===== config.mk =====
export PLATFORM = sky130hd
export DESIGN_NAME = seven_segment_frame_generator
export DESIGN_NICKNAME = d
export VERILOG_FILES = /design/src/rtl/sevseg_pkg.sv /design/src/rtl/seven_segment_frame_generator.sv
export SDC_FILE = /design/constraint.sdc
export NUM_CORES = 1
export LEC_CHECK = 0
export BUFFER_PORTS_ARGS = -buffer_cell sky130_fd_sc_hd__buf_2
export CORE_AREA = 4 4 183 185
export DETAILED_ROUTE_END_ITERATION = 16
export DIE_AREA = 0 0 187 189
export REMOVE_ABC_BUFFERS = 1
export SLEW_MARGIN = 5
export SYNTH_ARGS = -nofsm -noshare
export SYNTH_HDL_FRONTEND = slang
export SYNTH_SLANG_ARGS = --single-unit

===== constraint.sdc =====
create_clock -name clk -period 29.5 [get_ports clk]
set_input_delay 5.9 -clock clk [delete_from_list [all_inputs] [get_ports clk]]
set_output_delay 5.9 -clock clk [all_outputs]
set_load 0.01 [all_outputs]

===== src/rtl/sevseg_pkg.sv =====
// Shared constants, codes and the segment table for the seven-segment frame generator.
`timescale 1ns / 1ps

package sevseg_pkg;

    typedef enum logic {
        ACTION_SHOW = 1'b0,
        ACTION_CTRL = 1'b1
    } action_t;

    localparam logic [7:0] CTRL_ADDR     = 8'h48;
    localparam logic [7:0] ADDR_THOUSAND = 8'h6C;
    localparam logic [7:0] ADDR_HUNDRED  = 8'h6A;
    localparam logic [7:0] ADDR_TEN      = 8'h68;
    localparam logic [7:0] ADDR_UNIT     = 8'h6E;

    localparam logic [3:0] CTRL_LOW_NIBBLE = 4'h5;
    localparam logic [2:0] BRIGHTNESS_RESET = 3'd1;

    localparam int unsigned RADIX        = 10;
    localparam int unsigned FRAME_MODULO = 10000;

    // Reciprocals for exact division of values below the frame modulo.
    localparam logic [26:0] RECIP_1000 = 27'd8389;
    localparam int unsigned SHIFT_1000 = 23;
    localparam logic [26:0] RECIP_100  = 27'd10486;
    localparam int unsigned SHIFT_100  = 20;
    localparam logic [26:0] RECIP_10   = 27'd13108;
    localparam int unsigned SHIFT_10   = 17;

    typedef logic [3:0] digit_t;
    typedef logic [7:0] byte_t;

    function automatic byte_t seg_of(digit_t d);
        byte_t s;
        begin
            unique case (d)
                4'd0:    s = 8'hF5;
                4'd1:    s = 8'h84;
                4'd2:    s = 8'hB3;
                4'd3:    s = 8'h97;
                4'd4:    s = 8'hC6;
                4'd5:    s = 8'h57;
                4'd6:    s = 8'h77;
                4'd7:    s = 8'h85;
                4'd8:    s = 8'hF7;
                4'd9:    s = 8'hD7;
                default: s = 8'h00;
            endcase
            return s;
        end
    endfunction

    function automatic byte_t digit_addr(logic [1:0] pos);
        byte_t a;
        begin
            unique case (pos)
                2'd0:    a = ADDR_THOUSAND;
                2'd1:    a = ADDR_HUNDRED;
                2'd2:    a = ADDR_TEN;
                default: a = ADDR_UNIT;
            endcase
            return a;
        end
    endfunction

endpackage


===== src/rtl/seven_segment_frame_generator.sv =====
// Top level: request register, digit split and byte serializer for a four-digit display.
`timescale 1ns / 1ps

// A show request (action 0) yields eight beats: address and segment byte for the
// thousands, hundreds, tens and units digit of number modulo 10000. A control request
// (action 1) yields two beats: 0x48 and brightness*16+5. The serializer sends one byte
// per cycle while out_ready is high. An accepted request is held in the request register
// and then loaded into the frame registers, from which its first beat is offered. A new
// request is taken while the previous frame is still draining, and a next frame already
// held in the request register follows its predecessor's last beat with no gap.
// Brightness resets to 1.
module seven_segment_frame_generator (
    input  logic                 clk,
    input  logic                 rst_n,
    input  logic                 in_valid,
    output logic                 in_ready,
    input  logic                 action,
    input  logic [15:0]          number,
    output logic                 out_valid,
    input  logic                 out_ready,
    output logic [7:0]           bus_byte,
    output logic                 start_before,
    output logic                 stop_after,
    output logic                 last,
    input  logic                 brightness_we,
    input  logic [2:0]           brightness_wdata
);

    import sevseg_pkg::*;

    logic [2:0]      brightness_val_reg;

    logic            req_valid_reg, req_valid_next;
    action_t         req_action_reg;
    logic [15:0]     req_number_reg;

    logic            frame_valid_reg, frame_valid_next;
    action_t         frame_action_reg;
    byte_t           ctrl_byte_reg;
    byte_t           seg_reg [4];
    logic [2:0]      idx_reg, idx_next;

    logic            in_beat;
    logic            out_beat;
    logic            frame_done;
    logic            frame_load;

    logic [2:0]      wraps;
    logic [15:0]     wrap_sub;
    logic [13:0]     rem;
    logic [26:0]     prod_1000;
    logic [26:0]     prod_100;
    logic [26:0]     prod_10;
    logic [3:0]      q_1000;
    logic [6:0]      q_100;
    logic [9:0]      q_10;
    logic [6:0]      hund_full;
    logic [9:0]      tens_full;
    logic [13:0]     unit_full;
    digit_t          digits [4];

    function automatic logic number_ge(logic [15:0] a, logic [15:0] b);
        return a >= b;
    endfunction

    // brightness register
    always_ff @(posedge clk or negedge rst_n)
    begin
        if (!rst_n)
        begin
            brightness_val_reg <= BRIGHTNESS_RESET;
        end
        else if (brightness_we)
        begin
            brightness_val_reg <= brightness_wdata;
        end
    end

    assign in_beat    = in_valid && in_ready;
    assign out_beat   = out_valid && out_ready;
    assign frame_done = out_beat && last;
    assign frame_load = req_valid_reg && (!frame_valid_reg || frame_done);
    assign in_ready   = !req_valid_reg || frame_load;

    // number modulo 10000 by parallel compares
    always_comb
    begin
        wraps = 3'(({2'b00, number_ge(req_number_reg, 16'd10000)})
              + ({2'b00, number_ge(req_number_reg, 16'd20000)})
              + ({2'b00, number_ge(req_number_reg, 16'd30000)})
              + ({2'b00, number_ge(req_number_reg, 16'd40000)})
              + ({2'b00, number_ge(req_number_reg, 16'd50000)})
              + ({2'b00, number_ge(req_number_reg, 16'd60000)}));
        wrap_sub = 16'(32'(wraps) * FRAME_MODULO);
        rem      = 14'(req_number_reg - wrap_sub);
    end

    // decimal split by reciprocal multiplication
    always_comb
    begin
        prod_1000 = 27'(rem) * RECIP_1000;
        prod_100  = 27'(rem) * RECIP_100;
        prod_10   = 27'(rem) * RECIP_10;
        q_1000    = prod_1000[SHIFT_1000 +: 4];
        q_100     = prod_100[SHIFT_100 +: 7];
        q_10      = prod_10[SHIFT_10 +: 10];
        hund_full = q_100 - 7'(11'(q_1000) * 11'(RADIX));
        tens_full = q_10 - 10'(14'(q_100) * 14'(RADIX));
        unit_full = rem - 14'(18'(q_10) * 18'(RADIX));
        digits[0] = q_1000;
        digits[1] = hund_full[3:0];
        digits[2] = tens_full[3:0];
        digits[3] = unit_full[3:0];
    end

    always_comb
    begin
        req_valid_next = req_valid_reg;
        if (in_beat)
        begin
            req_valid_next = 1'b1;
        end
        else if (frame_load)
        begin
            req_valid_next = 1'b0;
        end
    end

    always_comb
    begin
        frame_valid_next = frame_valid_reg;
        idx_next         = idx_reg;
        if (frame_load)
        begin
            frame_valid_next = 1'b1;
            idx_next         = '0;
        end
        else if (frame_done)
        begin
            frame_valid_next = 1'b0;
            idx_next         = '0;
        end
        else if (out_beat)
        begin
            idx_next = idx_reg + 3'd1;
        end
    end

    always_ff @(posedge clk or negedge rst_n)
    begin
        if (!rst_n)
        begin
            req_valid_reg   <= 1'b0;
            frame_valid_reg <= 1'b0;
            idx_reg         <= '0;
        end
        else
        begin
            req_valid_reg   <= req_valid_next;
            frame_valid_reg <= frame_valid_next;
            idx_reg         <= idx_next;
        end
    end

    // hold request and frame payload
    always_ff @(posedge clk)
    begin
        if (in_beat)
        begin
            req_action_reg <= action_t'(action);
            req_number_reg <= number;
        end
        if (frame_load)
        begin
            frame_action_reg <= req_action_reg;
            ctrl_byte_reg    <= {1'b0, brightness_val_reg, CTRL_LOW_NIBBLE};
            for (int i = 0; i < 4; i++)
            begin
                seg_reg[i] <= seg_of(digits[i]);
            end
        end
    end

    // drive current beat
    always_comb
    begin
        out_valid    = frame_valid_reg;
        start_before = !idx_reg[0];
        stop_after   = idx_reg[0];
        if (frame_action_reg == ACTION_CTRL)
        begin
            bus_byte = idx_reg[0] ? ctrl_byte_reg : CTRL_ADDR;
            last     = idx_reg[0];
        end
        else
        begin
            bus_byte = idx_reg[0] ? seg_reg[idx_reg[2:1]] : digit_addr(idx_reg[2:1]);
            last     = (idx_reg == 3'd7);
        end
    end

endmodule

Word-level counts from Yosys, hierarchy flattened
Memory sizes are Yosys's and may differ from the RTL's. Cells that the tools add are included.

Register bits after elaboration: 29. RAM bits: 32. Memory bits (read-only): 448. Input bits: 25. Output and inout port bits: 13. Memories: 5.

$add $sub $neg: 10. Multiply operators: 7. $lt $le $gt $ge: 6. Eq/ne operators: 3. Mux-type cells: 18. Reductions and logical operators: 13.

Memory list: (name not given) (depth 16, bits a word 7, read ports 1, clocked after memory_dff 0, wr ports 0, line sevseg_pkg.sv:37) `unique case (d)`; (name not given) (depth 16, bits a word 7, read ports 1, clocked after memory_dff 0, wr ports 0, line sevseg_pkg.sv:37); (name not given) (depth 16, bits a word 7, read ports 1, clocked after memory_dff 0, wr ports 0, line sevseg_pkg.sv:37); (name not given) (depth 16, bits a word 7, read ports 1, clocked after memory_dff 0, wr ports 0, line sevseg_pkg.sv:37); seg_reg (depth 4, bits a word 8, read ports 1, clocked after memory_dff 0, wr ports 4, line seven_segment_frame_generator.sv:40) `byte_t seg_reg [4];`.

Operators by type and width (count): $ge 16x16->1 const B (3); $mux 8 (6); $ge 16x15->1 const B (2); $mul 14x14->27 const B (1); $mul 14x13->26 const B (1); $mul 14x12->25 const B (1); $ge 16x14->1 const B (1); $sub 14x14->14 (1); $sub 4x4->4 (3); $mul 10x3->3 const B (1); $mul 3x10->10 const B (1); $add 3x1->3 (3); $mux 3 (3); $pmux 3 s3 (1); $mul 7x3->3 const B (1); $mux 1 (7); $mux 7 (1); $logic_and 1x1->1 (4); $mul 4x3->3 const B (1); $reduce_bool 2->1 (2); $add 2x1->3 (1); $add 3x1->3 const B (1); $eq 3x3->1 const B (1); $logic_not 1->1 (3); other kinds (6) (7).

Depth between registers and ports, before layout
Gate-level depths: netlist of the first run. An unclocked memory read counts as a cell.

Depth after elaboration: 13. Gate-level depth with buffers: 47. Gate-level depth less buffers: 47.

Worst setup path after synthesis of the first run
Ideal clock, no wire load.

Path type: input to output. Start point: input out_ready. End point: output in_ready. Arrival: 6102 ps. Slack: 17498 ps. Stages: 2. Buffers on the path: 0. Cell sequence: nand2_1 nand3_1.

Word-level cells in the longest chain between the ends: 5.

Ends and longest elaborated chain: start: declaration (line seven_segment_frame_generator.sv:20) `input logic out_ready,`; $logic_and 1x1->1 (line seven_segment_frame_generator.sv:80) `assign out_beat = out_valid && out_ready;`; $logic_and 1x1->1 (line seven_segment_frame_generator.sv:81) `assign frame_done = out_beat && last;`; $logic_or 1x1->1 (line seven_segment_frame_generator.sv:82) `assign frame_load = req_valid_reg && (!frame_valid_reg || frame_done);`; $logic_and 1x1->1 (line seven_segment_frame_generator.sv:82); $logic_or 1x1->1 (line seven_segment_frame_generator.sv:83) `assign in_ready = !req_valid_reg || frame_load;`; end: declaration (line seven_segment_frame_generator.sv:16) `output logic in_ready,`.

Every way passes these cells.

Final worst setup path of the first run
Same ends and word-level chain as after synthesis.

==> reports/metrics.csv, run 1 <==
stage;metric;value;unit
critical_path;crit_path_end_kind;primary output;
floorplan;core_area;32000;µm²
clocking;tritoncts;built;
route;firstDrtPassIters;5;
clocking;cts-resized-gates;0;
layout;nets;1540;
clocking;post_cts_buffers;0;
critical_path;crit_slowest_cell;buf_2;
hold_path;whs_endpoint;frame_action_reg$_DFFE_PP_;
timing;finalCriticalPeriod;12280;ps
status;outcome;finished clean;
critical_path;critPathTopFamily;buffers and inverters;
clocking;numCtsBuffers;9;
flow_run;drv_cap;0;
logic_synthesis;avgSynthCellArea;10.1;µm²
global_routing;grt-ovfl-total;0;
critical_path;path_cells;buf_2, nand2_1, nand3_1, buf_2;
logic_synthesis;async_flop_share;14.0;%
critical_path;reg2reg_depth;43;
timing;setup_viol;0;
timing;setup_tns;0;ps
floorplan;die_h;189;µm
layout;n_fill_cell;3162;
route;drc;0;
hold_path;whs_path_depth;0;
critical_path;required;23600;ps
timing;hold_viol;0;
global_routing;grt_pass1_wl;38.6;mm
critical_path;max_stage_delay;160;ps
timing;rsz0062_at_grt;no;
logic_synthesis;seq_area_frac_synth;15.2;%
hold_path;hp-class;flop to flop;
global_routing;grt_max_degree;33;
clocking;cts.hold.buffers_added;0;
hold_path;min-delay-start;req_action_reg$_DFFE_PP_;
timing;finClkSkew;8.14;ps
logic_synthesis;synth_edf_count;49;
critical_path;r2r-start;req_number_reg[7]$_DFFE_PP_;
logic_synthesis;synth-main-ff-cell;edfxtp_1;
floorplan;dieArea;35300;µm²
route;wl;23.7;mm
critical_path;r2r_slack;17250;ps
timing;slew_viol_final;0;
layout;final_layout_size_suffix_gt1_share;8.06;%
critical_path;path_buf_inv;2;
timing;worstMarginPinSlew;879;ps
global_routing;antenna_found_initial;0;
critical_path;start_kind;input port;
route;drtIter0Drc;305;
logic_synthesis;ys_types;66;
floorplan;ioPinCount;38;
critical_path;cp.arrival;6380;ps
route;ant_nets;0;
route;viasPerCell;4.76;
timing;fmaxAchievable;0.0814;GHz
clocking;cts.sinks;57;
layout;antenna-diode-count;0;
clocking;clkTransAtPathRegs;50;ps
logic_synthesis;syn-instance-count;1086;
logic_synthesis;synth-seq-cells;57;
floorplan;rows;66;
logic_synthesis;ys_warn_count;0;
clocking;clk_latency;330;ps
global_routing;grt_usage;13.7;%
placement;numPortBuffers;37;
floorplan;start_util;34.4;%
global_routing;grt_pass1_vias;7442;
clocking;clockBufferDepth;2;
route;via_count;7370;
logic_synthesis;syn_area;11000;µm²
critical_path;critPathKind;input port to primary output;
layout;area_growth;9.30;%
layout;largest_reg_flops;28;
clocking;cts-root-buf;clkbuf_16;
critical_path;r2r_end;seg_reg[1][4]$_DFFE_PP_;
critical_path;cp_max_fo;6;
timing;slew_headroom;41.4;%
placement;dp_hpwl;20.3;mm
critical_path;cp_common_cell;buf_2;
floorplan;die_x;187;µm
placement;gp_congestion;0.882;
timing;fin_crit_sh;41.6;%
route;routedWlPerCell;15.3;µm
clocking;htree_levels;3;
through the flow:
stage	utilization [%]	area (µm²)	hold WS [ps]	cells	setup WS (ps)
final	37.6	12000	424	1549	17220
after global routing	37.6	12000	449	1549	16620
after CTS	37.6	12000	427	1549	17170
after detailed placement	36.7	11700	415	1533	17220
after global placement	36.7	11700	410	1533	17230
after floorplan	-	11000	400	1080	17500
cell usage after synthesis (7+ instances only):
cell type    n  area [µm²]
mux2_2       8        90.1
o211ai_1     8        60.1
a211oi_1     9        67.6
xnor2_1     32         280
mux2i_1     10         100
o21ai_0     27         135
edfxtp_1    49        1470
xor2_1      13         114
nor3_1       7        35.0
ha_1       245        3070
nand3_1     19        95.1
a21o_1      16         120
a21oi_1     30         150
dfrtp_1      7         175
nor2_1      30         113
nand2b_1     8        50.1
fa_1       134        2680
a22o_1       7        61.3
nand2_1     27         101
mux4_2       7         158
inv_1      307        1150
cells by family (layout without fill, tap and decap cells):
logic type,count (synthesis),count (layout),share of synthesized area (%)
mux,25,25,3.16
xor+xnor,51,51,4.70
flops,57,57,15.2
buf+inv,313,368,10.7
compound gates,141,141,8.75
fa+ha+maj,379,379,52.2
simple gates,120,120,5.32
worst max path at each step:
stage                                 from                      end  slack, ps  cells past startpoint
6_report                         out_ready                 in_ready      17220                      4
3_3_place_gp                     out_ready                 in_ready      17230                      4
5_1_grt        req_number_reg[7]$_DFFE_PP_  seg_reg[1][1]$_DFFE_PP_      16620                     43
3_5_place_dp                     out_ready                 in_ready      17220                      4
4_1_cts        req_number_reg[7]$_DFFE_PP_  seg_reg[1][4]$_DFFE_PP_      17170                     43
2_1_floorplan                    out_ready                 in_ready      17500                      2
final cells by class:
class,instances,area [µm²],area share [%]
clock buffers,10,239,1.98
multi-input cells,716,8160,67.8
well taps,408,510,4.24
inverters,307,1150,9.57
flip-flops and latches,57,1670,13.9
repair buffers,45,245,2.04
clock inverters,6,57.6,0.478
worst reg2reg max path, delay by kind of cell (launching register included):
kind,cells,cell delay [ps]
XOR/XNOR,6,1340
AND/OR/NAND/NOR,4,820
adder cells (fa/ha/maj),15,6330
flip-flops,1,540
AO/OA/AOI/OAI,9,2460
buffers and inverters,9,550
per-layer routing:
metal | wire length [µm] | track usage, % | share of wire, %
met1 | 11000 | 18.7 | 47
met2 | 11200 | 22.9 | 47
met3 | 983 | 1.73 | 4.1
met4 | 488 | 4.04 | 2.1
met5 | 0 | 0 | 0
cell usage in the layout, fill, tap and decap left out, types with 3 or more instances in the layout:
master     Yosys  layout
nand4_1        5       5
o2bb2ai_1      3       3
o221ai_1       4       4
xor2_1        13      13
nand2_1       27      27
clkinv_2       0       3
nand2b_1       8       8
mux2i_1       10      10
a21oi_1       30      30
o22ai_1        4       4
o21bai_1       3       3
buf_4          1       8
o211ai_1       8       8
o21ai_0       27      27
inv_1        307     307
nor3_1         7       7
dfrtp_1        7       7
nor2b_1        3       3
a211oi_1       9       9
or3_1          3       3
fa_1         134     134
a211o_1        5       5
edfxtp_1      49      49
a22o_1         7       7
xnor2_1       32      32
clkbuf_16      0       9
buf_2          1      37
and2_1         5       5
a31oi_1        3       3
nor2_1        30      30
mux2_2         8       8
a21o_1        16      16
o31ai_1        3       3
nor4_1         3       3
ha_1         245     245
mux4_2         7       7
nand3_1       19      19
Power of run 1 is not shown: default switching activity piles up to over one toggle a cycle in this logic, so the estimate is an artifact.
==> run 2: changes to the inputs <==
ABC_AREA = 1   (was unset)
CORE_AREA = 4 4 192 194   (was 4 4 183 185)
DIE_AREA = 0 0 196 198   (was 0 0 187 189)
clock period = 12.8 ns   (was 29.5 ns; I/O delays follow)
==> reports/metrics.csv, run 2 <==
stage;metric;value;unit
timing;finClkSkew;12.3;ps
critical_path;max_stage_delay;570;ps
logic_synthesis;netlist_top_cells_count;inv_1 (414), nand2_1 (341), ha_1 (245);
timing;setup_viol;0;
global_routing;grt-ovfl-total;0;
logic_synthesis;synthTopCellsByArea;ha_1 (25%), fa_1 (22%), inv_1 (13%), edfxtp_1 (12%), nand2_1 (11%);
global_routing;grt_pass1_wl;48.1;mm
placement;dp_hpwl;25.1;mm
floorplan;die_h;198;µm
clocking;cts.sinks;57;
floorplan;rows;69;
critical_path;crit_path_end_kind;flop;
clocking;tritoncts;built;
logic_synthesis;synth-seq-cells;57;
clocking;htree_levels;3;
clocking;cts-resized-gates;0;
floorplan;ioPinCount;38;
logic_synthesis;syn_area;12100;µm²
logic_synthesis;synthAdderAreaFrac;47.4;%
placement;numPortBuffers;37;
critical_path;critPathKind;flop to flop;
timing;slew_headroom;41.6;%
critical_path;crit_slowest_cell;fa_1;
timing;hold_viol;0;
logic_synthesis;synth-main-ff-cell;edfxtp_1;
clocking;clockBufferDepth;2;
clocking;cts-root-buf;clkbuf_16;
floorplan;core_area;35200;µm²
critical_path;cp_common_cell;nand2_1;
layout;layout_commonest_cell;inv_1;
logic_synthesis;async_flop_share;14.0;%
layout;nets;1973;
clocking;clk_latency;330;ps
global_routing;grt_usage;15.3;%
logic_synthesis;synth_mux_area_share;0.279;%
floorplan;dieArea;38800;µm²
critical_path;start_kind;flop;
placement;gp_congestion;0.896;
layout;largest_reg_flops;28;
layout;area_growth;9.09;%
hold_path;min-delay-start;req_action_reg$_DFFE_PP_;
logic_synthesis;avgSynthCellArea;7.97;µm²
logic_synthesis;ys_types;45;
global_routing;grt_max_degree;34;
critical_path;cp.arrival;11280;ps
timing;slew_viol_final;0;
flow_run;drv_cap;0;
logic_synthesis;synthXorXnorAreaFrac;2.11;%
hold_path;whs_endpoint;frame_action_reg$_DFFE_PP_;
clocking;cts.hold.buffers_added;0;
hold_path;whs_path_depth;0;
layout;antenna-diode-count;0;
logic_synthesis;seq_area_frac_synth;13.8;%
logic_synthesis;synth_simple_gate_area_share;17.4;%
logic_synthesis;synth_compound_area_share;6.04;%
floorplan;die_x;196;µm
critical_path;reg2reg_depth;50;
timing;fmaxAchievable;0.0893;GHz
route;via_count;9363;
global_routing;met2_usage;26.8;%
logic_synthesis;synth_top_area_share;25.3;%
clocking;numCtsBuffers;9;
global_routing;grt_pass1_vias;9720;
timing;setup_tns;0;ps
timing;fin_crit_sh;87.5;%
layout;final_layout_size_suffix_gt1_share;5.53;%
route;viasPerCell;4.60;
route;ant_nets;0;
clocking;clkTransAtPathRegs;60;ps
critical_path;required;12880;ps
critical_path;r2r_end;seg_reg[2][6]$_DFFE_PP_;
route;routedWlPerCell;14.0;µm
layout;layout_common_cells;inv_1 (414), nand2_1 (341), ha_1 (245), fa_1 (134), nor2_1 (71);
logic_synthesis;synth_top_family_by_area;adder cells;
logic_synthesis;synth_top_cell_by_area;ha_1;
clocking;post_cts_buffers;0;
status;outcome;finished clean;
logic_synthesis;synth_edf_count;49;
logic_synthesis;ys_warn_count;0;
floorplan;start_util;34.4;%
timing;finalCriticalPeriod;11200;ps
route;firstDrtPassIters;5;
logic_synthesis;syn-instance-count;1520;
critical_path;cp_max_fo;8;
global_routing;antenna_found_initial;0;
route;wl;28.6;mm
route;drtIter0Drc;465;
hold_path;hp-class;flop to flop;
timing;worstMarginPinSlew;873;ps
global_routing;globalRouteMet3Util;2.04;%
critical_path;r2r_slack;1600;ps
critical_path;r2r-start;req_number_reg[7]$_DFFE_PP_;
logic_synthesis;yosysMostFrequentCell;inv_1;
route;drc;0;
global_routing;use_met1;20.5;%
timing;rsz0062_at_grt;no;
global_routing;busiest_layer;met2;
-- run 2: kinds of logic after synthesis --
family | count (synthesis)
compound gates | 128
xor+xnor | 24
fa+ha+maj | 379
buf+inv | 418
flops | 57
mux | 3
simple gates | 511
-- run 2: how the worst max path moves through the flow --
stage                     cells after the start                         from                       to
after floorplan                              50  req_number_reg[7]$_DFFE_PP_  seg_reg[1][0]$_DFFE_PP_
after global placement                       50  req_number_reg[7]$_DFFE_PP_  seg_reg[2][7]$_DFFE_PP_
after detailed placement                     50  req_number_reg[7]$_DFFE_PP_  seg_reg[2][6]$_DFFE_PP_
after CTS                                    50  req_number_reg[7]$_DFFE_PP_  seg_reg[2][6]$_DFFE_PP_
after global routing                         52  req_number_reg[7]$_DFFE_PP_  seg_reg[2][2]$_DFFE_PP_
final                                        50  req_number_reg[7]$_DFFE_PP_  seg_reg[2][6]$_DFFE_PP_
-- run 2: final cells by class --
| type | count | area [µm²] |
|---|---|---|
| fillers | 3682 | 22000 |
| multi-input cells | 1045 | 8880 |
| flip-flops and latches | 57 | 1670 |
| inverters | 415 | 1560 |
| well taps | 461 | 577 |
| clock buffers | 9 | 225 |
| repair buffers | 41 | 215 |
| clock inverters | 7 | 93.8 |
-- run 2: worst max-delay path: cells and delay by family, from the launching register on --
| family | cells | cell delay, ps |
|---|---|---|
| xor gates and xnor gates | 2 | 580 |
| DFF | 1 | 450 |
| AOI/OAI and AO/OA | 3 | 670 |
| adders and majority gates | 16 | 6560 |
| buffers and inverters | 9 | 550 |
| and+or+nand+nor | 20 | 2100 |
-- run 2: layer usage --
layer	routed length (µm)	share of wire (%)
met5	0	0
met4	431	1.5
met3	1120	3.9
met2	13600	48
met1	13400	47
-- run 2: stage by stage --
step	std cells	setup slack, ps	instance area (µm²)	hold slack, ps	utilization (%)
6_report	2035	1600	13200	420	37.5
4_1_cts	2035	1540	13200	424	37.5
2_1_floorplan	1517	2530	12100	400	-
3_5_place_dp	2019	1590	12900	412	36.6
3_3_place_gp	2019	1770	12900	416	36.6
5_1_grt	2035	647	13200	449	37.5
Power of run 2 is left out for the same reason.
